==> src/rtl/core/srtu_pkg.sv <==
package srtu_pkg;

  localparam int TABLE_DEPTH = 64;
  localparam int IDX_W       = $clog2(TABLE_DEPTH);
  localparam int OCC_W       = $clog2(TABLE_DEPTH + 1);

  typedef enum logic [1:0] {
    OP_CLEAR  = 2'd0,
    OP_LOAD   = 2'd1,
    OP_UPSERT = 2'd2,
    OP_REMOVE = 2'd3
  } opcode_t;

  typedef enum logic [1:0] {
    ST_APPLIED = 2'd0,
    ST_NOOP    = 2'd1,
    ST_FULL    = 2'd2
  } status_t;

  typedef struct packed {
    logic [31:0] base;
    logic [31:0] count;
    logic [15:0] depth;
  } entry_t;

  // running maxima handed down the chain
  typedef struct packed {
    logic [32:0] grp_end;
    logic [15:0] depth;
  } run_t;

  typedef enum logic [1:0] {
    CMD_NONE = 2'd0,
    CMD_INS  = 2'd1,
    CMD_REPL = 2'd2,
    CMD_DEL  = 2'd3
  } cmd_kind_t;

  typedef struct packed {
    cmd_kind_t kind;
    logic      upper;   // insert after equal keys
    entry_t    item;
  } cell_cmd_t;

  typedef struct packed {
    logic lt;       // valid and base < key
    logic ahead;    // new entry goes after this cell
    logic hit;      // first valid cell with base == key
  } cell_flags_t;

endpackage

==> src/rtl/core/srtu_cell.sv <==
module srtu_cell
  import srtu_pkg::*;
(
  input  logic              clk,
  input  logic [IDX_W-1:0]  idx,
  input  logic [OCC_W-1:0]  occ,
  input  cell_cmd_t         cmd,
  input  cell_flags_t       prev_flags,
  output cell_flags_t       flags,
  input  entry_t            left_entry,
  input  entry_t            right_entry,
  output entry_t            entry,
  input  run_t              left_run,
  output run_t              run
);

  entry_t      entry_r, entry_nxt;
  run_t        run_r, run_nxt;
  run_t        own;
  logic        valid, lt, eq;

  assign valid = OCC_W'(idx) < occ;
  assign lt    = valid && (entry_r.base < cmd.item.base);
  assign eq    = valid && (entry_r.base == cmd.item.base);

  assign flags.lt    = lt;
  assign flags.ahead = lt || (cmd.upper && eq);
  assign flags.hit   = eq && prev_flags.lt;

  always_comb begin
    entry_nxt = entry_r;
    case (cmd.kind)
      CMD_INS: begin
        if (!flags.ahead) begin
          entry_nxt = prev_flags.ahead ? cmd.item : left_entry;
        end
      end
      CMD_REPL: begin
        if (flags.hit) begin
          entry_nxt.count = cmd.item.count;
          entry_nxt.depth = cmd.item.depth;
        end
      end
      CMD_DEL: begin
        if (!lt) begin
          entry_nxt = right_entry;
        end
      end
      default: entry_nxt = entry_r;
    endcase
  end

  always_comb begin
    own = '0;
    if (valid) begin
      own.grp_end = {1'b0, entry_r.base} + {1'b0, entry_r.count};
      own.depth   = entry_r.depth;
    end
    run_nxt.grp_end = (own.grp_end > left_run.grp_end) ? own.grp_end : left_run.grp_end;
    run_nxt.depth   = (own.depth > left_run.depth) ? own.depth : left_run.depth;
  end

  always_ff @(posedge clk) begin
    entry_r <= entry_nxt;
    run_r   <= run_nxt;
  end

  assign entry = entry_r;
  assign run   = run_r;

endmodule

==> config.mk <==
export PLATFORM = sky130hd
export DESIGN_NAME = srtu_cell
export DESIGN_NICKNAME = d
export VERILOG_FILES = /design/src/rtl/core/srtu_pkg.sv /design/src/rtl/core/srtu_cell.sv
export SDC_FILE = /design/constraint.sdc
export NUM_CORES = 1
export LEC_CHECK = 0
export BUFFER_PORTS_ARGS = -buffer_cell sky130_fd_sc_hd__buf_2
export CELL_PAD_IN_SITES_DETAIL_PLACEMENT = 0
export CELL_PAD_IN_SITES_GLOBAL_PLACEMENT = 1
export CORE_ASPECT_RATIO = 0.5
export CORE_UTILIZATION = 39
export CTS_CLUSTER_SIZE = 14
export DETAILED_ROUTE_END_ITERATION = 10
export PLACE_DENSITY_LB_ADDON = 0.1
export RECOVER_POWER = 100
export REMOVE_ABC_BUFFERS = 1
export SYNTH_ARGS = -nofsm -noshare
export SYNTH_HDL_FRONTEND = slang
export SYNTH_SLANG_ARGS = --single-unit
==> constraint.sdc <==
create_clock -name clk -period 11.7 [get_ports clk]
set_input_delay 1.17 -clock clk [delete_from_list [all_inputs] [get_ports clk]]
set_output_delay 1.17 -clock clk [all_outputs]
set_load 0.05 [all_outputs]
# After elaboration in Yosys (flattened, before gate mapping)
# Index checks and enable logic that the tools add are counted.
dict set report word_totals {
  ff_bits 129
  latchBits 0
  ram_bits 0
  mem_bits_ro 0
  output_inout_bits 132
  word_cells 35
  n_memories 0
}
dict set report classes {
  addsub 1
  n_mul 0
  n_div 0
  n_lt_le_gt_ge 4
  eq_ne 7
  n_shift 0
  muxes 9
  n_bitwise 0
  n_reduce_logical 9
}
# operator n
set op_table {}
lappend op_table {{80-bit two-way mux} 3}
lappend op_table {{48-bit case mux with 3 select lines} 1}
lappend op_table {{32-bit case mux with 2 select lines} 1}
lappend op_table {{49-bit two-way mux} 1}
lappend op_table {{48-bit two-way mux} 1}
lappend op_table {{32-bit by 32-bit adder with 33-bit output} 1}
lappend op_table {{33-bit > comparator} 1}
lappend op_table {{33-bit two-way mux} 1}
lappend op_table {{32-bit == test} 1}
lappend op_table {{32-bit < comparator} 1}
lappend op_table {{16-bit > comparator} 1}
lappend op_table {{16-bit two-way mux} 1}
lappend op_table {{6-bit by 7-bit < comparator with 1-bit output} 1}
lappend op_table {{2-bit inequality test (second input constant)} 3}
lappend op_table {{2-bit == test (second input constant)} 2}
lappend op_table {{1-bit logical AND} 4}
lappend op_table {{4-bit AND reduction} 1}
lappend op_table {{3-bit AND reduction} 1}
lappend op_table {{3-bit nonzero test} 1}
lappend op_table {{2-bit by 1-bit == test with 1-bit output (second input constant)} 1}
lappend op_table {{2-bit nonzero test} 1}
lappend op_table {{1-bit logical OR} 1}

# Depth between registers and ports, before layout
# Gate-level depths: netlist of run 1.
dict set report logic_depth {
  depth_word 6
  ltp_mapped 20
  mapped_depth_nobuf 19
}

# Least setup slack after synthesis of run 1
# No wires, ideal clock.
dict set report synth_timing {
  path_type {input -> register}
  startpoint {input port cmd[79] (netlist name)}
  endpoint {register entry_r, in the netlist entry[0], enable pin}
  setup_time_ps 410
  arrival_ps 4777
  path_slack_ps 6514
  stages 8
  cell_sequence {inv_1 -> ha_1 -> nand4_1 -> nor4_1 -> nand3_1 -> nor3b_1 -> mux2_2 -> a22o_1}
}
# item line
set synth_rtl {}
lappend synth_rtl {{start, declared} srtu_cell.sv:7} ;# input cell_cmd_t cmd,
lappend synth_rtl {{end signal, assigned} srtu_cell.sv:64} ;# entry_r <= entry_nxt;
lappend synth_rtl {{end, declared} srtu_cell.sv:17} ;# entry_t entry_r, entry_nxt;

==> metrics.yaml, run 1 <==
global_route:
  grt_max_degree: 89
  globalRouteMet2Util: 0.405
  grt-ovfl-total: 0
  antenna_found_initial: 11
  grt_pass1_wl_um: 50300
  track_usage: 0.249
  grt.busiest_layer: "met2"
  use_met3: 0.0603
  grt_use_met1: 0.323
  grt_pass1_vias: 9311
placed_design:
  dp_hpwl_um: 28300
  portBuffers: 439
  gp_congestion: 0.919
  placed_cells: 1843
logic_synthesis:
  synthSimpleGateAreaFrac: 0.127
  netlist.area_leader.share: 0.232
  synth_edf_count: 80
  async_reset_ff_frac: 0
  ys_seq_area_frac: 0.327
  syn-cell-area_um2: 10300
  synth_area_leaders: "edfxtp_1 23%, ha_1 14%, dfxtp_1 9.5%"
  synth_largest_area_cell: "edfxtp_1"
  synth_top_family_by_area: "compound AO/OA/AOI/OAI gates"
  synth_fa_ha_area_frac: 0.145
  synth-xor-area-share: 0.0237
  avgSynthCellArea_um2: 9.36
  yosysUniqueCellTypes: 61
  synth_flop_cell: "edfxtp_1"
  synth_compound_area_frac: 0.187
  syn_inst: 1105
  muxShareOfSynthArea: 0.131
  synth-seq-cells: 129
  yosysWarnings: 0
  ys_top_cells_by_count: "118 x ha_1, 96 x a21oi_1, 96 x inv_1, 80 x edfxtp_1, 80 x mux2i_1"
  yosys.cell_count.top_type: "ha_1"
clock_network:
  cts_tree: "done"
  clkSinkCount: 129
  htreeDepth: 4
  root_buffer: "clkbuf_16"
  post-cts-setup-buffer-count: 0
  worstSkewPairLatency_ns: 0.44
  clk_pin_slew_ns: 0.06
  postCtsHoldBufs: 0
  cts_buffers: 17
  cts_buffer_depth: 2
  postCtsResizedCells: 0
power_and_ir_drop:
  p_per_area_nw_per_um2: 165
  pwr-share-clk: 0.232
  internal_power_uw: 1180
  p_leak_uw: 0.00618
  vdd_ir_drop_max_uv: 115
  switching_share: 0.451
  total_power_uw: 2160
  power_switching_uw: 972
  seqPwrFrac: 0.295
  p_comb_frac: 0.473
timing:
  setup_tns_ns: 0
  tightest_slew_ns: 3.60
  finalHoldViolations: 0
  finClkSkew_ns: 0.00946
  fin_crit_sh: 0.633
  setup-violations-final: 0
  max_freq_ghz: 0.135
  rsz0062_at_grt: "no"
  slew_viol_final: 163
  fin_crit_ns: 7.41
  slew_headroom: -1.40
run_status:
  violations: "max-capacitance violations, max-slew violations"
  status: "finished, violations left"
floorplan:
  core_area_um2: 25600
  start_util: 0.404
  chipWidth_um: 232
  die_y_um: 117
  num_rows: 41
  die-area_um2: 27200
  num_io_pins: 441
critical_path:
  crit_required_ns: 12.03
  worst-setup-path-type: "in -> reg"
  reg2reg_slack_ns: 4.47
  crit_chain: "buf_2 -> ha_1 -> a21oi_1 -> nor2b_1 -> a221o_1 -> clkbuf_1 -> o21ai_0 -> a21oi_1 -> ha_1 -> nand4_1 -> nor3_1 -> nand3_1 -> o31ai_1 -> clkbuf_1 -> mux2_2"
  crit_buf_inv: 3
  end_kind: "flip-flop"
  start_kind: "input pin"
  cp_slowest_cell: "o31ai_1"
  reg2reg_to: "run[48]"
  r2r-start: "entry[16]"
  cp_top_family: "compound AO/OA/AOI/OAI gates"
  path_max_fanout: 31
  worstPathArrival_ns: 7.74
  ff2ff_path_depth: 17
  max_stage_delay_ns: 1.52
  crit_start: "idx[5]"
route:
  ant_nets: 0
  via_per_inst: 5.16
  dr.pass1.iters: 4
  vias: 9726
  drc_errors: 0
  drt_iter0_drc: 375
  wl_per_cell_um: 18.2
  routed_wl_um: 34200
layout:
  n_fill_cell: 2554
  final_nets: 1946
  layout-drive-gt1-share: 0.246
  register_area_um2: 3380
  multiInputGateArea_um2: 6280
  areaGrowthSynthToFinish_pct: 26.6
  fin_cells: 1885
worst_hold_path:
  min_from: "entry[10]"
  holdPathEnd: "run[10]"
  whs_path_depth: 2
  hold_class: "reg -> reg"
job:
  cap_violations: 4
[stage by stage]
stage / cell area [µm²] / hold WS [ns] / setup WS (ns) / utilization
floorplan: 10100 / 0.863 / 4.70 / -
global placement: 12800 / 0.592 / 5.93 / 0.500
detailed placement: 12800 / 0.622 / 5.88 / 0.500
CTS: 13300 / 0.637 / 5.86 / 0.521
global route: 13100 / 0.648 / 3.71 / 0.511
finish: 13100 / 0.640 / 4.29 / 0.511
[worst max path at each step]
stage,endpoint,slack [ns],cells after the start
6_report,run[48],4.29,15
2_1_floorplan,run[48],4.70,12
3_3_place_gp,run[48],5.93,19
3_5_place_dp,run[48],5.88,19
4_1_cts,run[48],5.86,19
5_1_grt,run[25],3.71,16
[registers in the layout (all words and copies together), names as in the netlist]
| register | cells |
|---|---|
| entry | 80 |
| run | 49 |
[cell usage in the layout, fill, tap and decap left out, types with 6 or more instances in the layout]
cell	n
a211oi_1	54
a21o_1	34
a21oi_1	96
and2_1	22
buf_2	306
clkbuf_1	140
clkbuf_16	17
dfxtp_1	49
diode_2	10
edfxtp_1	80
ha_1	118
inv_1	96
mux2_1	16
mux2_2	17
mux2_4	8
mux2i_1	80
nand2_1	69
nand3_1	11
nand4_1	22
nor2_1	55
nor2b_1	54
o21a_1	6
o21ai_0	62
o21bai_1	6
o31ai_1	8
xnor2_1	15
xor2_1	13
[cell type report]
class | count | share of cell area
antenna | 10 | 0.00191
clock buffer | 19 | 0.0331
clock inverter | 13 | 0.00784
inverter | 96 | 0.0275
multi-input combinational | 826 | 0.479
sequential | 129 | 0.258
tap | 344 | 0.0329
timing repair buffer | 448 | 0.159
[routing by layer]
metal  part of all wire  vias up  wire, µm
met5            0.00064        -        22
met4              0.022        4       760
met3              0.057       51      1960
met2               0.46      258     15900
met1               0.46     4552     15600
li1                   -     4861         -
[worst register-to-register path, cell delays in order (launching register included)]
cell and delay, ns:
edfxtp_1 0.45, ha_1 0.28, fa_1 0.41, a21oi_1 0.27, o211ai_1 0.20, a31oi_1 0.27, nand2_1 0.14, a221oi_2 0.39
o41ai_1 0.14, xnor2_1 0.26, nor2_1 0.07, ha_1 0.33, nand4_1 0.15, nor3_1 0.40, nand3_1 0.21, o31ai_1 1.53
clkbuf_1 1.15, mux2_2 0.45
[kinds of logic (layout without fill, tap and decap cells)]
group                    Yosys count  in the layout
XOR/XNOR                          28             28
AND/OR/NAND/NOR                  258            258
other                              0             10
AO/OA/AOI/OAI                    300            300
multiplexers                     121            121
adder cells (fa/ha/maj)          119            119
flip-flops                       129            129
buffers and inverters            150            576
[power by group through the flow]
stage	Clock (µW)	Combinational [µW]	Sequential, µW
after global routing	531	1110	644
final	500	1020	636
after CTS	512	1080	632
after detailed placement	0	1070	641
after floorplan	0	483	929
after global placement	0	1060	639
(Power assumes the default switching activity.)
==> run 2, diff against run 1 <==
--- a/config.mk
+++ b/config.mk
@@ -9,7 +9,7 @@
 export CELL_PAD_IN_SITES_DETAIL_PLACEMENT = 0
 export CELL_PAD_IN_SITES_GLOBAL_PLACEMENT = 1
 export CORE_ASPECT_RATIO = 0.5
-export CORE_UTILIZATION = 39
+export CORE_UTILIZATION = 32
 export CTS_CLUSTER_SIZE = 14
 export DETAILED_ROUTE_END_ITERATION = 10
 export PLACE_DENSITY_LB_ADDON = 0.1
==> constraint.sdc (replaced) <==
create_clock -name clk -period 6.3 [get_ports clk]
set_input_delay 0.63 -clock clk [delete_from_list [all_inputs] [get_ports clk]]
set_output_delay 0.63 -clock clk [all_outputs]
set_load 0.05 [all_outputs]
==> metrics.yaml, run 2 (synthesized netlist as in run 1, its figures left out) <==
timing:
  setup-violations-final: 0
  rsz0062_at_grt: "no"
  tightest_slew_ns: 3.35
  finalHoldViolations: 0
  slew_headroom: -1.23
  fin_hold_ws_ns: 0.400
  max_freq_ghz: 0.177
  fin_crit_sh: 0.896
  fin_crit_ns: 5.65
  slew_viol_final: 382
  finClkSkew_ns: 0.0144
power_and_ir_drop:
  pwr-share-clk: 0.262
  power_switching_uw: 1830
  internal_power_uw: 2350
  p_per_area_nw_per_um2: 314
  total_power_uw: 4180
  seqPwrFrac: 0.281
  vdd_ir_drop_max_uv: 180
  p_leak_uw: 0.00620
  p_comb_frac: 0.457
  switching_share: 0.437
placed_design:
  portBuffers: 439
  placed_cells: 1932
  dp_hpwl_um: 29700
  gp_congestion: 0.868
  dpl_cell_area_um2: 12900
route:
  wl_met2_um: 17200
  wl_met3_um: 1350
  via_per_inst: 4.88
  routed_wl_um: 36200
  drc_errors: 1
  top_layer: "met5"
  ant_nets: 0
  vias: 9600
  wl_met1_um: 16800
  dr.pass1.iters: 8
  drt_iter0_drc: 378
  wl_per_cell_um: 18.4
critical_path:
  cp_top_family: "compound AO/OA/AOI/OAI gates"
  start_kind: "flip-flop"
  crit_start: "entry[48]"
  path_max_fanout: 32
  cp_slowest_cell: "a221oi_1"
  end_kind: "flip-flop"
  crit_buf_inv: 1
  ff2ff_path_depth: 19
  cp_num_cells: 19
  worstPathArrival_ns: 5.96
  cp-endpoint: "run[31]"
  crit_required_ns: 6.62
  reg2reg_slack_ns: 0.65
  worst-setup-path-type: "reg -> reg"
  reg2reg_to: "run[31]"
  crit_chain: "ha_1 -> fa_1 -> a21oi_1 -> o211ai_1 -> a31oi_1 -> nand2_1 -> a221oi_1 -> o21bai_1 -> xnor2_1 -> nor2_1 -> ha_1 -> a21oi_1 -> o21ai_0 -> a2111oi_2 -> o31ai_1 -> or4_4 -> o31ai_4 -> buf_12 -> mux2_1"
  r2r-start: "entry[48]"
  max_stage_delay_ns: 0.54
job:
  cap_violations: 7
clock_network:
  postCtsHoldBufs: 0
  root_buffer: "clkbuf_16"
  postCtsResizedCells: 0
  clk_pin_slew_ns: 0.06
  clkSinkCount: 129
  cts_buffer_depth: 2
  worstSkewPairLatency_ns: 0.44
  cts_tree: "done"
  cts_buffers: 17
  post-cts-setup-buffer-count: 0
  htreeDepth: 4
layout:
  finalInstanceArea_um2: 13300
  layout_common_cells: "305 x buf_2, 138 x clkbuf_1, 118 x ha_1"
  final_common_cell: "buf_2"
  multiInputGateArea_um2: 6260
  areaGrowthSynthToFinish_pct: 28.5
  n_fill_cell: 3328
  layout-drive-gt1-share: 0.243
  fin_cells: 1969
  utilization: 0.419
  largest_reg_flops: 80
  register_area_um2: 3380
  final_nets: 1947
run_status:
  status: "finished, violations left"
  violations: "design-rule violations, max-capacitance violations, max-slew violations"
floorplan:
  num_io_pins: 441
  chipWidth_um: 256
  core_area_um2: 31700
  start_util: 0.326
  num_rows: 46
  die-area_um2: 33100
  die_y_um: 129
global_route:
  track_usage: 0.212
  antenna_found_initial: 7
  grt_pass1_wl_um: 53000
  grt-ovfl-total: 0
  grt_pass1_vias: 9277
  grt_max_degree: 84
worst_hold_path:
  hold_class: "in -> reg"
run 2: cell count changes in the layout (fill, tap and decap cells not counted), moves of 2 or more:
cell	delta
mux2_1	+8
mux2_4	-8
clkbuf_1	-2
diode_2	-5
bufinv_16	+4
clkbuf_2	+3
run 2: worst min-delay path by stage:
| stage | startpoint | end | slack (ns) | depth (start not counted) |
|---|---|---|---|---|
| finish | left_run[44] | run[44] | 0.40 | 3 |
| global route | left_run[42] | run[42] | 0.40 | 3 |
| CTS | left_run[44] | run[44] | 0.38 | 3 |
| detailed placement | entry[0] | run[0] | 0.59 | 2 |
| global placement | entry[0] | run[0] | 0.58 | 2 |
| floorplan | left_run[41] | run[41] | 0.74 | 2 |
run 2: power groups by stage:
stage,clock (µW),combinational (µW),sequential [µW]
after floorplan,0,897,1730
after global placement,0,2010,1190
after detailed placement,0,2030,1190
after CTS,1120,2030,1170
after global routing,1160,2080,1190
final,1090,1910,1180
run 2: per-stage QoR:
step           worst slack [ns]  setup TNS [ns]
3_3_place_gp              0.896               0
5_1_grt                   0.251               0
6_report                  0.653               0
4_1_cts                   0.756               0
2_1_floorplan            -0.163           -2.15
3_5_place_dp              0.758               0
run 2: metal layers:
metal | GRT usage | up-vias
li1 | - | 4858
met1 | 0.274 | 4482
met2 | 0.361 | 211
met3 | 0.0401 | 47
met4 | 0.0683 | 2
met5 | 0 | -
run 2: cell type report:
cell class | count | share of cell area
Timing Repair Buffer | 449 | 0.158
Multi-Input combinational cell | 826 | 0.471
Antenna cell | 5 | 0.000942
Tap cell | 432 | 0.0407
Inverter | 96 | 0.0271
Clock inverter | 14 | 0.0153
Sequential cell | 129 | 0.255
Clock buffer | 18 | 0.0323
run 2: worst register-to-register path, stage by stage, from the launching register on:
cell and delay (ns):
edfxtp_1 0.44, ha_1 0.25, fa_1 0.42, a21oi_1 0.28, o211ai_1 0.20, a31oi_1 0.27, nand2_1 0.13, a221oi_1 0.54
o21bai_1 0.17, xnor2_1 0.29, nor2_1 0.08, ha_1 0.32, a21oi_1 0.14, o21ai_0 0.11, a2111oi_2 0.45, o31ai_1 0.14
or4_4 0.51, o31ai_4 0.17, buf_12 0.28, mux2_1 0.36
